$ cat config.mk
export PLATFORM = sky130hd
export DESIGN_NAME = frame_pacer_with_drop
export DESIGN_NICKNAME = d
export VERILOG_FILES = /design/src/fpwd_pkg.sv /design/src/fpwd_ctrl.sv /design/src/fpwd_dp.sv /design/src/frame_pacer_with_drop.sv
export SDC_FILE = /design/constraint.sdc
export NUM_CORES = 1
export LEC_CHECK = 0
export BUFFER_PORTS_ARGS = -buffer_cell sky130_fd_sc_hd__clkbuf_2
export CAP_MARGIN = 5
export CELL_PAD_IN_SITES_DETAIL_PLACEMENT = 0
export CELL_PAD_IN_SITES_GLOBAL_PLACEMENT = 1
export CORE_ASPECT_RATIO = 0.7
export CORE_MARGIN = 4
export CORE_UTILIZATION = 35
export DETAILED_ROUTE_END_ITERATION = 6
export PLACE_DENSITY = 0.71
export SYNTH_ARGS = -nofsm -noshare
export SYNTH_HDL_FRONTEND = slang
export SYNTH_SLANG_ARGS = --single-unit
$ cat constraint.sdc
create_clock -name clk -period 11.9 [get_ports clk]
set_input_delay 1.19 -clock clk [delete_from_list [all_inputs] [get_ports clk]]
set_output_delay 1.19 -clock clk [all_outputs]
set_load 0.01 [all_outputs]
$ cat src/fpwd_pkg.sv
// Shared types and constants for the frame pacer.
`timescale 1ns / 1ps

package fpwd_pkg;

	localparam int WAIT_W    = 32;
	localparam int STAMP_W   = 48;
	localparam int SEQ_W     = 48;
	localparam int CFG_IDX_W = 2;
	localparam int CFG_DAT_W = 32;

	localparam logic [CFG_IDX_W-1:0] REG_FRAME_PERIOD = 2'd0;
	localparam logic [CFG_IDX_W-1:0] REG_DROP_LATE    = 2'd1;

	// Commands from the controller to the datapath
	typedef struct packed {
		logic load_now;
		logic start_tick;
		logic cmp;
		logic div_step;
		logic fin;
		logic skip;
		logic adv;
	} cmd_t;

	// Status from the datapath to the controller
	typedef struct packed {
		logic started;
		logic early;
		logic period_zero;
		logic drop;
		logic div_last;
		logic out_free;
	} sts_t;

endpackage

$ cat src/fpwd_ctrl.sv
// Sequencing controller of the frame pacer.
`timescale 1ns / 1ps

module fpwd_ctrl
	import fpwd_pkg::*;
(
	input  logic clk,
	input  logic arst_n,
	input  logic in_valid,
	output logic in_stall,
	input  sts_t sts,
	output cmd_t cmd
);

	typedef enum logic [2:0] {
		S_IDLE,
		S_START,
		S_CMP,
		S_DIV,
		S_FIN,
		S_SKIP,
		S_OUT
	} state_t;

	state_t state_q;

	always_ff @(posedge clk or negedge arst_n) begin
		if (!arst_n) begin
			state_q <= S_IDLE;
		end else begin
			unique case (state_q)
				S_IDLE:  if (in_valid) state_q <= S_START;
				S_START: state_q <= S_CMP;
				S_CMP: begin
					if (sts.early || sts.period_zero) state_q <= S_OUT;
					else state_q <= S_DIV;
				end
				S_DIV:   if (sts.div_last) state_q <= S_FIN;
				S_FIN:   state_q <= sts.drop ? S_SKIP : S_OUT;
				S_SKIP:  state_q <= S_OUT;
				S_OUT:   if (sts.out_free) state_q <= S_IDLE;
				default: state_q <= S_IDLE;
			endcase
		end
	end

	assign in_stall = (state_q != S_IDLE);

	always_comb begin
		cmd            = '0;
		cmd.load_now   = (state_q == S_IDLE) && in_valid;
		cmd.start_tick = (state_q == S_START);
		cmd.cmp        = (state_q == S_CMP);
		cmd.div_step   = (state_q == S_DIV);
		cmd.fin        = (state_q == S_FIN);
		cmd.skip       = (state_q == S_SKIP);
		cmd.adv        = (state_q == S_OUT) && sts.out_free;
	end

	a_div_exit: assert property (@(posedge clk) disable iff (!arst_n)
		state_q == S_DIV |=> state_q == S_DIV || state_q == S_FIN)
		else $error("divider left by an unexpected path");

	a_cmp_started: assert property (@(posedge clk) disable iff (!arst_n)
		state_q == S_CMP |-> sts.started)
		else $error("compare before a tick was scheduled");

	a_out_done: assert property (@(posedge clk) disable iff (!arst_n)
		cmd.adv |=> state_q == S_IDLE)
		else $error("controller did not return after output");

endmodule

$ cat src/fpwd_dp.sv
// Datapath of the frame pacer: tick, sequence, divider and output word.
`timescale 1ns / 1ps

module fpwd_dp
	import fpwd_pkg::*;
#(
	parameter int TIME_BITS = 48
) (
	input  logic                 clk,
	input  logic                 arst_n,
	input  logic                 cfg_we,
	input  logic [CFG_IDX_W-1:0] cfg_index,
	input  logic [CFG_DAT_W-1:0] cfg_data,
	input  logic [STAMP_W-1:0]   now_time,
	input  cmd_t                 cmd,
	output sts_t                 sts,
	input  logic                 out_stall,
	output logic                 out_valid,
	output logic [WAIT_W-1:0]    wait_ticks,
	output logic [STAMP_W-1:0]   release_time,
	output logic [SEQ_W-1:0]     frame_seq
);

	localparam int WIDE_W = (TIME_BITS > STAMP_W) ? TIME_BITS : STAMP_W;
	localparam int CNT_W  = $clog2(TIME_BITS);
	localparam logic [CNT_W-1:0] CNT_LAST = CNT_W'(TIME_BITS - 1);

	logic [WAIT_W-1:0]    period_q;
	logic                 drop_q;
	logic [TIME_BITS-1:0] now_q;
	logic [TIME_BITS-1:0] next_q;
	logic                 started_q;
	logic [SEQ_W-1:0]     seq_q;
	logic [WAIT_W-1:0]    wait_q;
	logic [TIME_BITS-1:0] quot_q;
	logic [WAIT_W:0]      rem_q;
	logic [CNT_W-1:0]     cnt_q;
	logic                 out_valid_q;
	logic [WAIT_W-1:0]    wait_out_q;
	logic [STAMP_W-1:0]   release_q;
	logic [SEQ_W-1:0]     seq_out_q;

	logic [WIDE_W-1:0]    now_wide;
	logic [TIME_BITS-1:0] period_t;
	logic [TIME_BITS-1:0] ahead;
	logic                 early;
	logic [WAIT_W-1:0]    ahead_sat;
	logic [WAIT_W:0]      rem_sh;
	logic                 rem_ge;
	logic [TIME_BITS-1:0] rel_t;
	logic [WIDE_W-1:0]    rel_wide;
	logic [WIDE_W-1:0]    miss_wide;
	logic                 out_free;

	assign now_wide  = WIDE_W'(now_time);
	assign period_t  = TIME_BITS'(period_q);
	assign ahead     = next_q - now_q;
	assign early     = (ahead != '0) && !ahead[TIME_BITS-1];
	assign ahead_sat = ((ahead >> WAIT_W) != '0) ? '1 : ahead[WAIT_W-1:0];
	assign rem_sh    = {rem_q[WAIT_W-1:0], quot_q[TIME_BITS-1]};
	assign rem_ge    = rem_sh >= {1'b0, period_q};
	assign rel_t     = now_q + TIME_BITS'(wait_q);
	assign rel_wide  = WIDE_W'(rel_t);
	assign miss_wide = WIDE_W'(quot_q);
	assign out_free  = !out_valid_q || !out_stall;

	always_comb begin
		sts             = '0;
		sts.started     = started_q;
		sts.early       = early;
		sts.period_zero = (period_q == '0);
		sts.drop        = drop_q;
		sts.div_last    = (cnt_q == CNT_LAST);
		sts.out_free    = out_free;
	end

	// Registers and pacing state
	always_ff @(posedge clk or negedge arst_n) begin
		if (!arst_n) begin
			period_q  <= '0;
			drop_q    <= 1'b0;
			next_q    <= '0;
			started_q <= 1'b0;
			seq_q     <= '0;
		end else begin
			if (cfg_we) begin
				unique case (cfg_index)
					REG_FRAME_PERIOD: period_q <= cfg_data;
					REG_DROP_LATE:    drop_q   <= cfg_data[0];
					default: ;
				endcase
			end
			if (cmd.start_tick && !started_q) begin
				next_q    <= now_q + period_t;
				started_q <= 1'b1;
			end
			if (cmd.fin) begin
				// last tick at or before now
				next_q <= now_q - TIME_BITS'(rem_q[WAIT_W-1:0]);
			end
			if (cmd.skip) begin
				next_q <= next_q + period_t;
				seq_q  <= seq_q + miss_wide[SEQ_W-1:0] + SEQ_W'(1);
			end
			if (cmd.adv) begin
				next_q <= next_q + period_t;
				seq_q  <= seq_q + SEQ_W'(1);
			end
		end
	end

	// Request, wait and divider working registers
	always_ff @(posedge clk) begin
		if (cmd.load_now) now_q <= now_wide[TIME_BITS-1:0];
		if (cmd.cmp) begin
			wait_q <= early ? ahead_sat : '0;
			quot_q <= now_q - next_q;
			rem_q  <= '0;
			cnt_q  <= '0;
		end
		if (cmd.div_step) begin
			rem_q  <= rem_ge ? (rem_sh - {1'b0, period_q}) : rem_sh;
			quot_q <= {quot_q[TIME_BITS-2:0], rem_ge};
			cnt_q  <= cnt_q + CNT_W'(1);
		end
		if (cmd.fin && drop_q) wait_q <= period_q - rem_q[WAIT_W-1:0];
	end

	// Output word register
	always_ff @(posedge clk or negedge arst_n) begin
		if (!arst_n) begin
			out_valid_q <= 1'b0;
		end else if (cmd.adv) begin
			out_valid_q <= 1'b1;
		end else if (!out_stall) begin
			out_valid_q <= 1'b0;
		end
	end

	always_ff @(posedge clk) begin
		if (cmd.adv) begin
			wait_out_q <= wait_q;
			release_q  <= rel_wide[STAMP_W-1:0];
			seq_out_q  <= seq_q;
		end
	end

	assign out_valid    = out_valid_q;
	assign wait_ticks   = wait_out_q;
	assign release_time = release_q;
	assign frame_seq    = seq_out_q;

	a_rem_range: assert property (@(posedge clk) disable iff (!arst_n)
		cmd.fin |-> rem_q < {1'b0, period_q})
		else $error("divider remainder not below period");

	a_drop_wait: assert property (@(posedge clk) disable iff (!arst_n)
		cmd.fin && drop_q |=> wait_q != '0)
		else $error("dropped frame given zero wait");

	a_adv_valid: assert property (@(posedge clk) disable iff (!arst_n)
		cmd.adv |=> out_valid_q)
		else $error("output word not presented after load");

endmodule

$ cat src/frame_pacer_with_drop.sv
// Frame pacer top level: config port, controller and datapath.
//
// Each request word on the input channel (in_valid, in_stall) carries
// now_time. The block answers with one word on the output channel
// (out_valid, out_stall): wait_ticks, release_time = now + wait, and
// frame_seq. The first request schedules a tick one frame_period ahead;
// early requests wait for it, late ones go out at once or, with
// drop_late_frames set, skip missed ticks and wait for the next one.
// After acceptance, an early request or a zero period passes the start
// and compare states and goes to output; a late one first runs the
// bit-serial restoring divider that finds the missed ticks (one quotient
// bit a cycle), then a finish state and, in drop mode, a skip state.
// One request is in work at a time, so the next is taken once the result
// is in the output register. The output register holds its word while
// out_stall is high; a new request may be taken meanwhile but its result
// waits until the register frees. Reset clears the schedule, the sequence
// counter and both config registers. Config writes (cfg_valid, cfg_ready)
// are always taken and must happen only while the block is idle.
`timescale 1ns / 1ps

module frame_pacer_with_drop
	import fpwd_pkg::*;
#(
	parameter int TIME_BITS = 48
) (
	input  logic                 clk,
	input  logic                 arst_n,
	input  logic                 cfg_valid,
	output logic                 cfg_ready,
	input  logic [CFG_IDX_W-1:0] cfg_index,
	input  logic [CFG_DAT_W-1:0] cfg_data,
	input  logic                 in_valid,
	output logic                 in_stall,
	input  logic [STAMP_W-1:0]   now_time,
	output logic                 out_valid,
	input  logic                 out_stall,
	output logic [WAIT_W-1:0]    wait_ticks,
	output logic [STAMP_W-1:0]   release_time,
	output logic [SEQ_W-1:0]     frame_seq
);

	cmd_t cmd;
	sts_t sts;

	assign cfg_ready = 1'b1;

	fpwd_ctrl u_ctrl (
		.clk      (clk),
		.arst_n   (arst_n),
		.in_valid (in_valid),
		.in_stall (in_stall),
		.sts      (sts),
		.cmd      (cmd)
	);

	fpwd_dp #(
		.TIME_BITS (TIME_BITS)
	) u_dp (
		.clk          (clk),
		.arst_n       (arst_n),
		.cfg_we       (cfg_valid && cfg_ready),
		.cfg_index    (cfg_index),
		.cfg_data     (cfg_data),
		.now_time     (now_time),
		.cmd          (cmd),
		.sts          (sts),
		.out_stall    (out_stall),
		.out_valid    (out_valid),
		.wait_ticks   (wait_ticks),
		.release_time (release_time),
		.frame_seq    (frame_seq)
	);

endmodule
==> impl_metrics.py <==
metrics = {
    "worst_setup_path": {
        "critPathRequiredTime_ns": 12.35,
        "critPathMaxFanout": 53,
        "critPathLaunchType": "flop",
        "crit_path_cell_trace": "inv_1 -> nor3_2 -> buf_4 -> buf_4 -> nor2_1 -> a21oi_1 -> ha_1 -> nor4_1 -> a21oi_1 -> a41oi_1 -> o211ai_1 -> a41oi_1 -> o31a_1 -> a21oi_1 -> a21o_1 -> a21o_1 -> a311oi_1 -> xor2_1 -> o221ai_1",
        "ff2ff_path_depth": 19,
        "cp-end-kind": "flop",
        "path_common_cell": "a21oi_1",
        "cpPeakStageDelay_ns": 0.65,
        "critPathKind": "reg -> reg",
        "cpMaxStageDelayCell": "a41oi_1",
        "arrival_ns": 6.64,
    },
    "grt": {
        "gr-usage-met1_pct": 41.48,
        "grt_pass1_wl_mm": 192.0,
        "use_met3_pct": 5.529,
        "track_usage_pct": 24.07,
        "grt.overflow.total": 0,
        "top_usage_layer": "met1",
        "antenna_found_initial": 4,
        "use_met2_pct": 29.08,
        "first_global_vias": 28469,
        "grt_start_max_net_pins": 83,
    },
    "synth": {
        "synth_fa_ha_area_share_pct": 11.94,
        "synth-simple-area-share_pct": 15.67,
        "synthCells": 3938,
        "synth_compound_area_share_pct": 23.78,
        "syn_nets": 4351,
        "synth.mux.area_fraction_pct": 1.163,
        "synthXorXnorAreaFrac_pct": 7.936,
        "yosysWarnings": 0,
        "yosys_register_bits": 428,
        "synth_edf_count": 294,
        "synth_ff_type": "edfxtp_1",
        "syn_avg_cell_area_um2": 8.799,
        "syn-cell-area_um2": 34650,
        "seq_area_frac_synth_pct": 35.15,
        "async_reset_ff_share_pct": 31.31,
        "synth.distinct_cells": 87,
        "synth_top_family_by_area": "compound AO/OA/AOI/OAI gates",
    },
    "clock_network": {
        "cts.path.max_buffers": 3,
        "cts_tree": "yes",
        "cts_resized": 0,
        "clk_latency_ns": 0.64,
        "root_buffer": "clkbuf_16",
        "h-tree-depth": 2,
        "ctsHoldBuffers": 0,
        "clock-sinks": 428,
        "postCtsSetupBuffers": 0,
        "clk_pin_slew_worst_paths_ns": 0.06,
        "numCtsBuffers": 49,
    },
    "run_status": {
        "status": "completed",
    },
    "routing": {
        "drt_wl_total_mm": 129.2,
        "ant_nets": 0,
        "drt_first_iter_violations": 4041,
        "drt_pass1_iterations": 6,
        "wl_per_cell_um": 23.70,
        "drc": 0,
        "num_vias": 31403,
        "vias_per_cell": 5.759,
    },
    "floorplan": {
        "initial_utilization_pct": 35.31,
        "rows": 96,
        "die_h_um": 271.3,
        "die_area_um2": 104200,
        "core_um2": 98130,
        "io_pins": 218,
        "die_width_um": 384.1,
    },
    "sta": {
        "setup_viol": 0,
        "fin_crit_ns": 6.195,
        "hold_viol": 0,
        "max_slew.worst_pin.slew_ns": 1.187,
        "slew_headroom_pct": 20.87,
        "rsz0062_at_grt": "no",
        "setup_slack_ns": 5.705,
        "finClkSkew_ns": 0.03788,
        "fin_hold_ws_ns": 0.4804,
        "setup_tns_ns": 0,
        "fmax_mhz": 161.4,
        "finalCritPeriodShare_pct": 52.06,
        "drv_slew": 0,
    },
    "power_and_ir_drop": {
        "internal_power_mw": 6.722,
        "clock_power_share_pct": 12.2,
        "sw_frac_of_total_pct": 51.12,
        "power_density_nw_per_um2": 354.1,
        "p_seq_share_pct": 23.1,
        "p_leak_nw": 16.38,
        "power_switching_mw": 7.030,
        "ir_worst_vdd_v": 0.0001399,
        "comb_power_share_pct": 64.7,
    },
    "cells_and_area": {
        "fin_nets": 4505,
        "drive_gt1_share_pct": 9.249,
        "syn_to_final_growth_pct": 12.07,
        "instances_no_fill": 5453,
        "diodes": 0,
        "stdcell_area_um2": 38840,
    },
    "min_path": {
        "whs_path_depth": 0,
        "hold_path.class": "reg -> reg",
    },
    "placed_design": {
        "gp_congestion": 1.012,
        "place_hpwl_mm": 104.1,
        "io_buffers": 216,
        "dpl_cell_area_um2": 37100,
        "dpl.cell_count": 5364,
        "dp_worst_setup_slack_ns": 5.891,
    },
    "flow_run": {
        "cap_violations": 0,
    },
}
[cell usage in the layout (no fill, tap or decap), types with 49 or more instances in the layout]
cell type / n
a211oi_1: 53
xnor2_1: 198
ha_1: 318
a21oi_1: 468
nor2_1: 310
nand3_1: 97
nand4_1: 58
nand2_1: 310
dfrtp_1: 134
edfxtp_1: 294
o21ai_0: 252
clkbuf_2: 215
inv_1: 234
xor2_1: 116
a21o_1: 181
clkbuf_16: 49
nand2b_1: 62
nor3_1: 75
[stage by stage]
| stage | utilization, % | total power, mW |
|---|---|---|
| 6_report | 39.57 | 13.75 |
| 4_1_cts | 39.57 | 13.59 |
| 3_3_place_gp | 37.80 | 11.90 |
| 2_1_floorplan | - | 9.121 |
| 3_5_place_dp | 37.80 | 11.85 |
| 5_1_grt | 39.57 | 14.73 |
[power groups by stage]
stage	clock network [mW]	logic, mW	registers, mW
finish	1.68	8.90	3.17
global route	1.78	9.72	3.23
CTS	1.72	8.72	3.15
detailed placement	0	8.67	3.17
global placement	0	8.74	3.17
floorplan	0	6.20	2.92
[final timing paths]
kind                                    from                 end  slack [ns]
max                        u_ctrl.state_q[2]     u_dp.next_q[40]        5.70
min                           u_dp.wait_q[3]  u_dp.wait_ticks[3]        0.48
max reg2reg                u_ctrl.state_q[2]     u_dp.next_q[40]        5.70
min reg2reg                   u_dp.wait_q[3]  u_dp.wait_ticks[3]        0.48
max in group asynchronous             arst_n     u_dp.next_q[17]        9.54
min in group asynchronous             arst_n       u_dp.seq_q[0]        0.54
[cell families after synthesis]
| group | Yosys count |
|---|---|
| fa+ha+maj | 326 |
| other cells | 1 |
| mux | 40 |
| xor+xnor | 314 |
| buf+inv | 380 |
| simple gates | 1135 |
| compound gates | 1314 |
| flops | 428 |
[worst max-delay path: cells and delay by family, from the launching register on]
family / cells / cell delay (ns)
adder cells (fa/ha/maj): 1 / 0.42
buffers and inverters: 3 / 1.13
XOR/XNOR: 1 / 0.19
AO/OA/AOI/OAI: 11 / 3.13
AND/OR/NAND/NOR: 3 / 0.53
flip-flops: 1 / 0.56
[registers in the layout, indices dropped and copies added, names as in the netlist]
signal	count
u_dp.frame_seq	48
u_dp.miss_wide	48
u_dp.next_q	48
u_dp.now_q	48
u_dp.release_time	48
u_dp.seq_q	48
u_dp.period_q	32
u_dp.rem_q	32
u_dp.wait_q	32
u_dp.wait_ticks	32
u_dp.cnt_q	6
u_ctrl.state_q	3
u_dp.drop_q	1
u_dp.out_valid	1
u_dp.started_q	1
[cell type report]
class / count / area, µm²
Tap cell: 1323 / 1655
Clock inverter: 31 / 447.9
Inverter: 236 / 890.9
Timing Repair Buffer: 247 / 1320
Sequential cell: 428 / 12180
Fill cell: 9896 / 59300
Clock buffer: 58 / 1290
Multi-Input combinational cell: 3130 / 21050
[Yosys cell counts (9+ instances only)]
cell       count  area share [%]
nor2b_1       45            0.81
nand4_1       58             1.0
a31oi_1       30            0.54
a21boi_0      10            0.22
o21a_1        43            0.93
a31o_2         9            0.23
o221ai_1       9            0.23
nand2_1      312             3.4
a221oi_1      17            0.43
ha_1         318              11
clkbuf_1     102             1.1
nand3_1       97             1.4
a211oi_1      53             1.1
xor2_1       116             2.9
o21ai_0      253             3.7
and4_1        14            0.35
o211ai_1      20            0.43
o2111ai_1     13            0.33
and3_1        35            0.63
a41oi_1       13            0.33
mux2i_1       38             1.1
or2_2         10            0.18
o21bai_1      42            0.91
o22ai_1       32            0.58
a21oi_1      468             6.8
nor4_1        26            0.47
a221o_1       10            0.29
inv_1        235             2.5
xnor2_1      198             5.0
a22o_1        26            0.66
nor3_1        77             1.1
nor2_1       313             3.4
edfxtp_1     294              25
dfrtp_1      134             9.7
a21o_1       181             3.9
and2_1        20            0.36
or3_1         29            0.52
nand2b_1      62             1.1
o31ai_1       15            0.32
buf_2         26            0.38
[layer usage]
metal | routed length, µm | up-vias
met4 | 1944 | 0
li1 | - | 14792
met2 | 44940 | 1380
met1 | 68730 | 15121
met3 | 13630 | 110
met5 | 0 | -
Note: power is estimated with default switching activity, not from simulation.
